<file path="config.mk">
export PLATFORM = sky130hd
export DESIGN_NAME = hotp_code_generator_unit
export DESIGN_NICKNAME = d
export VERILOG_FILES = /design/src/rtl/hotp_pkg.sv /design/src/rtl/hotp_sha1_core.sv /design/src/rtl/hotp_code_generator_unit.sv
export SDC_FILE = /design/constraint.sdc
export NUM_CORES = 2
export LEC_CHECK = 0
export BUFFER_PORTS_ARGS = -buffer_cell sky130_fd_sc_hd__buf_2
export CORE_MARGIN = 2
export CORE_UTILIZATION = 53
export CTS_BUF_LIST = sky130_fd_sc_hd__clkbuf_16
export DETAILED_ROUTE_END_ITERATION = 6
export PLACE_DENSITY = 0.77
export SETUP_SLACK_MARGIN = 0.1
export SLEW_MARGIN = 15
export SYNTH_ARGS = -nofsm -noshare
export SYNTH_HDL_FRONTEND = slang
export SYNTH_HIERARCHICAL = 1
export SYNTH_SLANG_ARGS = --single-unit
</file>
<file path="constraint.sdc">
create_clock -name clk -period 24.6 [get_ports clk]
set_clock_uncertainty 0.1 [all_clocks]
set_input_delay 3.69 -clock clk [delete_from_list [all_inputs] [get_ports clk]]
set_output_delay 3.69 -clock clk [all_outputs]
set_load 0.03 [all_outputs]
</file>
<file path="src/rtl/hotp_pkg.sv">
// ----------------------------------------------------------------------------
// hotp_pkg
// Shared constants and helpers for the HOTP code generator.
// ----------------------------------------------------------------------------
package hotp_pkg;

  localparam int KEY_REGS  = 8;
  localparam int KEY_W     = 64;
  localparam int CFG_IDX_W = 3;

  localparam logic [31:0] H0_INIT = 32'h67452301;
  localparam logic [31:0] H1_INIT = 32'hefcdab89;
  localparam logic [31:0] H2_INIT = 32'h98badcfe;
  localparam logic [31:0] H3_INIT = 32'h10325476;
  localparam logic [31:0] H4_INIT = 32'hc3d2e1f0;

  localparam logic [31:0] K0 = 32'h5a827999;
  localparam logic [31:0] K1 = 32'h6ed9eba1;
  localparam logic [31:0] K2 = 32'h8f1bbcdc;
  localparam logic [31:0] K3 = 32'hca62c1d6;

  localparam logic [31:0] IPAD_WORD = 32'h36363636;
  localparam logic [31:0] OPAD_WORD = 32'h5c5c5c5c;
  localparam logic [31:0] PAD_ONE   = 32'h80000000;
  localparam logic [31:0] LEN_INNER = 32'd576;
  localparam logic [31:0] LEN_OUTER = 32'd672;

  // block codes: which of the four message blocks is being compressed
  localparam logic [1:0] BLK_IKEY = 2'd0;
  localparam logic [1:0] BLK_IMSG = 2'd1;
  localparam logic [1:0] BLK_OKEY = 2'd2;
  localparam logic [1:0] BLK_OMSG = 2'd3;

  typedef struct packed {
    logic        start;
    logic [1:0]  blk;
  } hotp_cmd_t;

  typedef struct packed {
    logic        done;
    logic [159:0] digest;
  } hotp_sts_t;

  function automatic logic [31:0] round_f(input logic [6:0] r, input logic [31:0] b,
                                          input logic [31:0] c, input logic [31:0] d);
    logic [31:0] f;
    if (r < 7'd20) begin
      f = (b & c) | (~b & d);
    end else if (r < 7'd40) begin
      f = b ^ c ^ d;
    end else if (r < 7'd60) begin
      f = (b & c) | (b & d) | (c & d);
    end else begin
      f = b ^ c ^ d;
    end
    return f;
  endfunction

  function automatic logic [31:0] round_k(input logic [6:0] r);
    logic [31:0] k;
    if (r < 7'd20) begin
      k = K0;
    end else if (r < 7'd40) begin
      k = K1;
    end else if (r < 7'd60) begin
      k = K2;
    end else begin
      k = K3;
    end
    return k;
  endfunction

endpackage

</file>
<file path="src/rtl/hotp_sha1_core.sv">
// ----------------------------------------------------------------------------
// hotp_sha1_core
// One SHA-1 compression, one round per cycle. The 16-word message schedule
// lives in a small synchronous memory read in the cycle before the round.
// ----------------------------------------------------------------------------
module hotp_sha1_core import hotp_pkg::*; (
  input  logic           clk,
  input  logic           rst_n,
  input  hotp_cmd_t      cmd,
  input  logic [511:0]   blk_words,
  input  logic [159:0]   chain_in,
  output hotp_sts_t      sts
);

  localparam logic [1:0] S_IDLE = 2'd0;
  localparam logic [1:0] S_LOAD = 2'd1;
  localparam logic [1:0] S_RUN  = 2'd2;
  localparam logic [1:0] S_FIN  = 2'd3;

  logic [31:0]  wmem [16];
  logic [31:0]  rd_r;
  logic [1:0]   st_r, st_nxt;
  logic [6:0]   rnd_r, rnd_nxt;
  logic [4:0]   ld_r, ld_nxt;
  logic [31:0]  a_r, b_r, c_r, d_r, e_r;
  logic [159:0] h_r;
  logic [159:0] dig_r;
  logic         done_r;
  logic [511:0] blk_r;

  logic         we;
  logic [3:0]   wa;
  logic [31:0]  wd;
  logic [3:0]   ra;
  logic [31:0]  w_cur;
  logic [31:0]  w_new;
  logic [31:0]  t;

  // schedule word for round r is the stored one (r<16) or the expansion
  // fed back from the stored ring; rd_r holds w[r-16] from the previous read
  // and the others come from a separate tap shift line.
  logic [31:0]  tap3, tap8, tap14;

  always_comb begin
    st_nxt  = st_r;
    rnd_nxt = rnd_r;
    ld_nxt  = ld_r;
    case (st_r)
      S_IDLE: begin
        if (cmd.start) begin
          st_nxt = S_LOAD;
          ld_nxt = 5'd0;
        end
      end
      S_LOAD: begin
        ld_nxt = ld_r + 5'd1;
        if (ld_r == 5'd15) begin
          st_nxt  = S_RUN;
          rnd_nxt = 7'd0;
          ld_nxt  = 5'd0;
        end
      end
      S_RUN: begin
        if (ld_r == 5'd0) begin
          ld_nxt = 5'd1;
        end else begin
          rnd_nxt = rnd_r + 7'd1;
          if (rnd_r == 7'd79) begin
            st_nxt = S_FIN;
          end
        end
      end
      S_FIN: begin
        st_nxt = S_IDLE;
      end
      default: st_nxt = S_IDLE;
    endcase
  end

  // read address leads the round: it names the word for the next round
  always_comb begin
    if (st_r == S_RUN && ld_r == 5'd0) begin
      ra = 4'd0;
    end else begin
      ra = rnd_r[3:0] + 4'd1;
    end
  end

  assign w_new = {tap3 ^ tap8 ^ tap14 ^ rd_r} << 1
               | {31'd0, tap3[31] ^ tap8[31] ^ tap14[31] ^ rd_r[31]};
  assign w_cur = (rnd_r < 7'd16) ? rd_r : w_new;
  assign t = {a_r[26:0], a_r[31:27]} + round_f(rnd_r, b_r, c_r, d_r) + e_r
           + round_k(rnd_r) + w_cur;

  always_comb begin
    we = 1'b0;
    wa = ld_r[3:0];
    wd = blk_r[511 - 32*ld_r[3:0] -: 32];
    if (st_r == S_LOAD) begin
      we = 1'b1;
    end else if (st_r == S_RUN && ld_r != 5'd0 && rnd_r >= 7'd16) begin
      we = 1'b1;
      wa = rnd_r[3:0];
      wd = w_new;
    end
  end

  always_ff @(posedge clk) begin
    if (we) begin
      wmem[wa] <= wd;
    end
    rd_r <= wmem[ra];
  end

  // tap registers: hold w[r-3], w[r-8], w[r-14] as a short shift line of
  // the last 14 schedule words
  logic [31:0] line_r [14];
  always_ff @(posedge clk) begin
    if (st_r == S_RUN && ld_r != 5'd0) begin
      line_r[0] <= w_cur;
      for (int i = 1; i < 14; i++) begin
        line_r[i] <= line_r[i-1];
      end
    end
  end
  always_comb begin
    tap3  = line_r[2];
    tap8  = line_r[7];
    tap14 = line_r[13];
  end

  always_ff @(posedge clk) begin
    if (!rst_n) begin
      st_r   <= S_IDLE;
      rnd_r  <= 7'd0;
      ld_r   <= 5'd0;
      done_r <= 1'b0;
    end else begin
      st_r   <= st_nxt;
      rnd_r  <= rnd_nxt;
      ld_r   <= ld_nxt;
      done_r <= (st_r == S_FIN);
    end
  end

  always_ff @(posedge clk) begin
    if (st_r == S_IDLE && cmd.start) begin
      blk_r <= blk_words;
      h_r   <= chain_in;
      a_r   <= chain_in[159:128];
      b_r   <= chain_in[127:96];
      c_r   <= chain_in[95:64];
      d_r   <= chain_in[63:32];
      e_r   <= chain_in[31:0];
    end else if (st_r == S_RUN && ld_r != 5'd0) begin
      a_r <= t;
      b_r <= a_r;
      c_r <= {b_r[1:0], b_r[31:2]};
      d_r <= c_r;
      e_r <= d_r;
    end
    if (st_r == S_FIN) begin
      dig_r <= {h_r[159:128] + a_r, h_r[127:96] + b_r, h_r[95:64] + c_r,
                h_r[63:32] + d_r, h_r[31:0] + e_r};
    end
  end

  assign sts.done   = done_r;
  assign sts.digest = dig_r;

endmodule

</file>
<file path="src/rtl/hotp_code_generator_unit.sv">
// ----------------------------------------------------------------------------
// hotp_code_generator_unit
// HOTP (HMAC-SHA1 plus dynamic truncation) code generator.
// ----------------------------------------------------------------------------
// One beat in, one beat out. Each counter beat runs four SHA-1 compressions
// (inner key block, inner message block, outer key block, outer message
// block) on a single round engine at one round per cycle; each compression
// is started, loads the schedule memory, takes a read lead-in, runs its
// rounds, then does the chaining add and hands its digest off. Items are
// processed one at a time: the input stalls until the result beat has been
// handed off, so no new counter is taken while a code is in work or pending.
// Keys are written through the cfg port, which the user must do only while
// idle; the block itself does not enforce it. Keys reset to zero, and the
// 3-bit index reaches all eight key registers.
module hotp_code_generator_unit import hotp_pkg::*; (
  input  logic                 clk,
  input  logic                 rst_n,
  input  logic                 cfg_we,
  input  logic [CFG_IDX_W-1:0] cfg_index,
  input  logic [KEY_W-1:0]     cfg_data,
  input  logic                 in_valid,
  output logic                 in_stall,
  input  logic [63:0]          in_moving_counter,
  output logic                 out_valid,
  input  logic                 out_stall,
  output logic [30:0]          out_truncated_code
);

  logic [KEY_W-1:0] key_r [KEY_REGS];
  logic             busy_r;
  logic [1:0]       blk_r;
  logic             kick_r;
  logic [63:0]      ctr_r;
  logic [159:0]     inner_r;
  logic [159:0]     chain;
  logic [511:0]     words;
  logic [511:0]     keyblk;
  logic [31:0]      pad;
  logic             ov_r;
  logic [30:0]      code_r;
  hotp_cmd_t        cmd;
  hotp_sts_t        sts;
  logic [159:0]     mac;
  logic [3:0]       off;
  logic [31:0]      word;

  always_ff @(posedge clk) begin
    if (!rst_n) begin
      for (int i = 0; i < KEY_REGS; i++) begin
        key_r[i] <= '0;
      end
    end else if (cfg_we) begin
      key_r[cfg_index] <= cfg_data;
    end
  end

  // key block: key XOR pad byte
  assign pad = (blk_r == BLK_IKEY) ? IPAD_WORD : OPAD_WORD;
  always_comb begin
    for (int i = 0; i < KEY_REGS; i++) begin
      keyblk[511 - 64*i -: 64] = key_r[i] ^ {pad, pad};
    end
  end

  always_comb begin
    case (blk_r)
      BLK_IKEY, BLK_OKEY: words = keyblk;
      BLK_IMSG: words = {ctr_r, PAD_ONE, 384'd0, LEN_INNER};
      BLK_OMSG: words = {inner_r, PAD_ONE, 288'd0, LEN_OUTER};
      default:  words = keyblk;
    endcase
  end

  // chain: init for key blocks, previous digest for message blocks
  assign chain = (blk_r == BLK_IKEY || blk_r == BLK_OKEY)
               ? {H0_INIT, H1_INIT, H2_INIT, H3_INIT, H4_INIT} : sts.digest;

  assign cmd.start = kick_r;
  assign cmd.blk   = blk_r;

  hotp_sha1_core u_core (
    .clk       (clk),
    .rst_n     (rst_n),
    .cmd       (cmd),
    .blk_words (words),
    .chain_in  (chain),
    .sts       (sts)
  );

  // dynamic truncation on the final digest
  assign mac  = sts.digest;
  assign off  = mac[3:0];
  assign word = mac[159 - 8*off -: 32];

  assign in_stall = busy_r || ov_r;

  always_ff @(posedge clk) begin
    if (!rst_n) begin
      busy_r <= 1'b0;
      kick_r <= 1'b0;
      blk_r  <= BLK_IKEY;
      ov_r   <= 1'b0;
    end else begin
      kick_r <= 1'b0;
      if (ov_r && !out_stall) begin
        ov_r <= 1'b0;
      end
      if (in_valid && !in_stall) begin
        busy_r <= 1'b1;
        blk_r  <= BLK_IKEY;
        kick_r <= 1'b1;
      end else if (busy_r && sts.done) begin
        if (blk_r == BLK_OMSG) begin
          busy_r <= 1'b0;
          ov_r   <= 1'b1;
        end else begin
          blk_r  <= blk_r + 2'd1;
          kick_r <= 1'b1;
        end
      end
    end
  end

  always_ff @(posedge clk) begin
    if (in_valid && !in_stall) begin
      ctr_r <= in_moving_counter;
    end
    if (busy_r && sts.done && blk_r == BLK_IMSG) begin
      inner_r <= sts.digest;
    end
    if (busy_r && sts.done && blk_r == BLK_OMSG) begin
      code_r <= word[30:0];
    end
  end

  assign out_valid          = ov_r;
  assign out_truncated_code = code_r;

`ifndef SYNTH
  // never work and hold a result at once
  a_excl: assert property (@(posedge clk) disable iff (!rst_n) !(busy_r && ov_r))
    else $error("busy while result pending");
  // a finished outer block always raises the result beat
  a_fin: assert property (@(posedge clk) disable iff (!rst_n)
    (busy_r && sts.done && blk_r == BLK_OMSG) |=> ov_r)
    else $error("result lost");
  // a start is issued only while busy
  a_kick: assert property (@(posedge clk) disable iff (!rst_n) kick_r |-> busy_r)
    else $error("start while idle");
`endif

endmodule

</file>
==> flow_metrics.py <==
metrics = {
    "min_path": {
        "hold_depth": 0,
        "hold_end": "u_core/line_r[5][7]",
        "hp-start": "u_core/line_r[4][7]",
        "hold_path.class": "reg2reg",
    },
    "detailed_routing": {
        "vias": 76900,
        "route.detailed.drc": 0,
        "routed_wl_microns": 368000,
        "antenna_left": 0,
        "dr.pass1.iters": 6,
        "vias_per_cell": 6.29,
        "drtIter0Drc": 11000,
        "wl_per_cell_microns": 30.1,
    },
    "critical_path": {
        "r2r-start": "u_core/rnd_r[2]",
        "crit_arrival_ns": 7.39,
        "regToRegSetupSlack_ns": 17.73,
        "ff2ff_path_depth": 19,
        "critPathLaunchType": "flip-flop",
        "slowest_delay_ns": 0.78,
        "critPathRequiredTime_ns": 25.13,
        "critPathCaptureType": "flip-flop",
        "worstSetupPathType": "reg2reg",
        "r2r_end": "u_core/a_r[30]",
        "cp_slowest_cell": "inv_1",
        "cp_max_fo": 21,
        "worstPathCellList": "or2_2 > a211oi_2 > buf_4 > nor2_2 > buf_4 > inv_1 > o221ai_1 > fa_1 > inv_1 > fa_1 > ha_1 > a221o_1 > a31oi_1 > o31ai_1 > a21oi_1 > nand4b_1 > a311oi_1 > xor2_1 > a21oi_1",
    },
    "cts": {
        "cts_buffers": 299,
        "cts-root-buf": "clkbuf_16",
        "cts_num_sinks": 2771,
        "hold_buffers": 0,
        "clkTransAtPathRegs_ns": 0.06,
        "worstSkewPairLatency_ns": 0.95,
        "clockBufferDepth": 4,
        "htree_levels": 5,
        "cts_setup_buffers": 0,
        "cts-resized-gates": 0,
        "cts_tree": "done",
    },
    "sta": {
        "hold_violations": 0,
        "min_period_ns": 6.87,
        "slew_violations": 0,
        "fmax_ghz": 0.146,
        "period_share": 0.279,
        "setup_tns_ns": 0,
        "rsz0062_at_grt": "false",
        "slew_headroom": 0.0853,
        "setup-violations-final": 0,
        "worst_pin_slew_ns": 1.37,
        "setup_ws_ns": 17.73,
    },
    "floorplan": {
        "coreArea_sq_mm": 0.233,
        "rows": 177,
        "die_h_microns": 489,
        "die_x_microns": 489,
        "initial_core_util": 0.534,
        "ioPinCount": 169,
        "die_area_sq_mm": 0.239,
    },
    "synthesis": {
        "synthFlopType": "edfxtp_1",
        "ys_seq_elements": 2771,
        "synth_seq_area_share": 0.665,
        "avgSynthCellArea_sq_um": 14.2,
        "synth_top_cells_by_area": "edfxtp_1, mux4_2, and2_1",
        "synth-warning-count": 6,
        "syn_area_sq_mm": 0.124,
        "synthSimpleGateAreaFrac": 0.101,
        "synth-compound-area-share": 0.0718,
        "synthArstFlopShare": 0,
        "synth_fa_ha_area_frac": 0.0408,
        "netlist_instances": 8738,
        "muxShareOfSynthArea": 0.0587,
        "yosysTopAreaCell": "edfxtp_1",
        "synth_nets": 9205,
        "yosysUniqueCellTypes": 96,
        "synth_top_family_by_area": "simple AND/OR/NAND/NOR gates",
        "synth.top_cell.area_share": 0.656,
        "synth_xor_area_frac": 0.0374,
        "synth-edff-count": 2719,
    },
    "global_routing": {
        "grt.total_usage": 0.306,
        "antenna_found_initial": 53,
        "overflow": 0,
        "grt_pass1_vias": 74600,
        "grt_pass1_wl_microns": 523000,
        "grt_max_degree": 257,
    },
    "placement": {
        "dpl.hpwl_microns": 243000,
        "gp_congestion": 1.00,
        "place_area_sq_mm": 0.129,
        "place_ws_ns": 17.38,
        "numPortBuffers": 168,
    },
    "power": {
        "intPower_mw": 10.0,
        "p_leak_nw": 47.5,
        "p_sw_frac": 0.323,
        "p_seq_frac": 0.403,
        "share_comb_of_total_power": 0.297,
        "ir_worst_vdd_uv": 163,
        "p_switching_mw": 4.79,
        "clkPwrFrac": 0.300,
        "p_per_area_mw_per_mm2": 107,
    },
    "flow_run": {
        "cap_violations": 0,
    },
    "cells_and_area": {
        "fillers": 17100,
        "multi_input_area_sq_mm": 0.0390,
        "nets": 9320,
        "drive_gt1_frac": 0.123,
        "area_delta_synth_final_pct": 11.2,
        "seq_area_sq_mm": 0.0827,
        "stdcell_area_sq_mm": 0.138,
    },
    "run_status": {
        "status": "finished, final reports clean",
    },
}
[power by group through the flow]
stage	combinational, mW	clock (mW)	sequential [mW]
after global routing	4.84	4.67	5.98
after detailed placement	4.29	0	6.06
after CTS	4.33	4.49	5.96
after global placement	4.22	0	6.05
after floorplan	3.11	0	6.06
final	4.40	4.45	5.97
[layout make-up]
type,instances,area share
Sequential cell,2771,0.598
Inverter,285,0.00781
Clock inverter,216,0.0141
Tap cell,3132,0.0283
Antenna cell,29,0.000524
Timing Repair Buffer,301,0.0143
Clock buffer,306,0.0553
Multi-Input combinational cell,5195,0.282
[state kept, by name (all words and copies together), names as in the netlist, 64 cells and up]
name,flops
u_core/h_r,160
ctr_r,64
u_core/wmem,512
key_r,512
u_core/line_r,448
inner_r,160
u_core/dig_r,160
u_core/blk_r,512
[kinds of logic after synthesis]
group / after synthesis
multiplexers: 405
flip-flops: 2771
XOR/XNOR: 531
buffers and inverters: 772
AND/OR/NAND/NOR: 2526
adder cells (fa/ha/maj): 331
AO/OA/AOI/OAI: 1402
[critical path: cells and delay by family, from the launching register on]
kind                       cells  cell delay (ns)
AOI/OAI and AO/OA              8             2.31
buffers and inverters          4             1.43
DFF                            1             0.39
and+or+nand+nor                3             0.57
adders and majority gates      3             1.57
xor gates and xnor gates       1             0.18
[cells in the final DEF (no fill, tap or decap), types with 29 or more instances in the layout]
master / netlist / layout
ha_1: 206 / 201
and2_1: 662 / 661
dfxtp_1: 52 / 47
or3_1: 139 / 138
o21a_1: 44 / 44
nand2b_1: 106 / 103
a21o_1: 71 / 71
buf_4: 16 / 121
nor2_1: 502 / 475
nor3_1: 35 / 33
mux2_2: 40 / 40
xnor2_1: 356 / 356
mux4_2: 256 / 256
diode_2: 0 / 29
o21ai_0: 426 / 389
clkinv_1: 2 / 59
fa_1: 125 / 125
a311oi_1: 56 / 56
mux2i_1: 107 / 107
clkinv_2: 0 / 49
nand2_1: 718 / 714
edfxtp_1: 2719 / 2719
and3_1: 81 / 79
bufinv_16: 0 / 36
a21oi_1: 311 / 309
nor2b_1: 73 / 72
o211ai_1: 92 / 92
a31oi_1: 88 / 88
a211oi_1: 103 / 102
inv_1: 282 / 324
o21ai_1: 5 / 34
xor2_1: 175 / 175
clkbuf_16: 0 / 306
buf_2: 93 / 168
nand3_1: 152 / 152
[routing by layer]
layer,track usage,wire (microns),vias to the layer above,part of all wire
met1,0.396,134000,38700,0.36
met3,0.0726,40000,956,0.11
met5,0,190,-,0.00052
met2,0.467,166000,4605,0.45
li1,-,-,32600,-
met4,0.193,27700,24,0.075
[cells in the mapped netlist (92+ instances only)]
library cell,number
mux2i_1,107
or3_1,139
xor2_1,175
mux4_2,256
and2_1,662
nand2b_1,106
clkbuf_1,325
a21oi_1,311
fa_1,125
o211ai_1,92
nand3_1,152
buf_2,93
a211oi_1,103
xnor2_1,356
nand2_1,718
o21ai_0,426
ha_1,206
inv_1,282
nor2_1,502
edfxtp_1,2719
[worst max path at each step]
stage               slack (ns)       startpoint         endpoint  cells past startpoint
global route             17.54  u_core/rnd_r[2]   u_core/a_r[30]                     19
CTS                      17.91  u_core/rnd_r[2]   u_core/a_r[30]                     19
finish                   17.73  u_core/rnd_r[2]   u_core/a_r[30]                     19
floorplan                 3.87   u_core/st_r[0]  u_core/blk_r[0]                      6
detailed placement       17.38            rst_n     key_r[0][16]                      6
global placement         17.42            rst_n     key_r[0][13]                      6
[per-stage QoR]
| step | instances | util | hold slack (ns) | total power, mW |
|---|---|---|---|---|
| floorplan | 8738 | - | 0.300 | 9.17 |
| global placement | 11700 | 0.552 | 0.300 | 10.3 |
| detailed placement | 11700 | 0.552 | 0.305 | 10.3 |
| CTS | 12200 | 0.593 | 0.281 | 14.8 |
| global route | 12200 | 0.594 | 0.302 | 15.5 |
| finish | 12200 | 0.594 | 0.283 | 14.8 |
No activity file was read; power rests on OpenSTA's default activity.
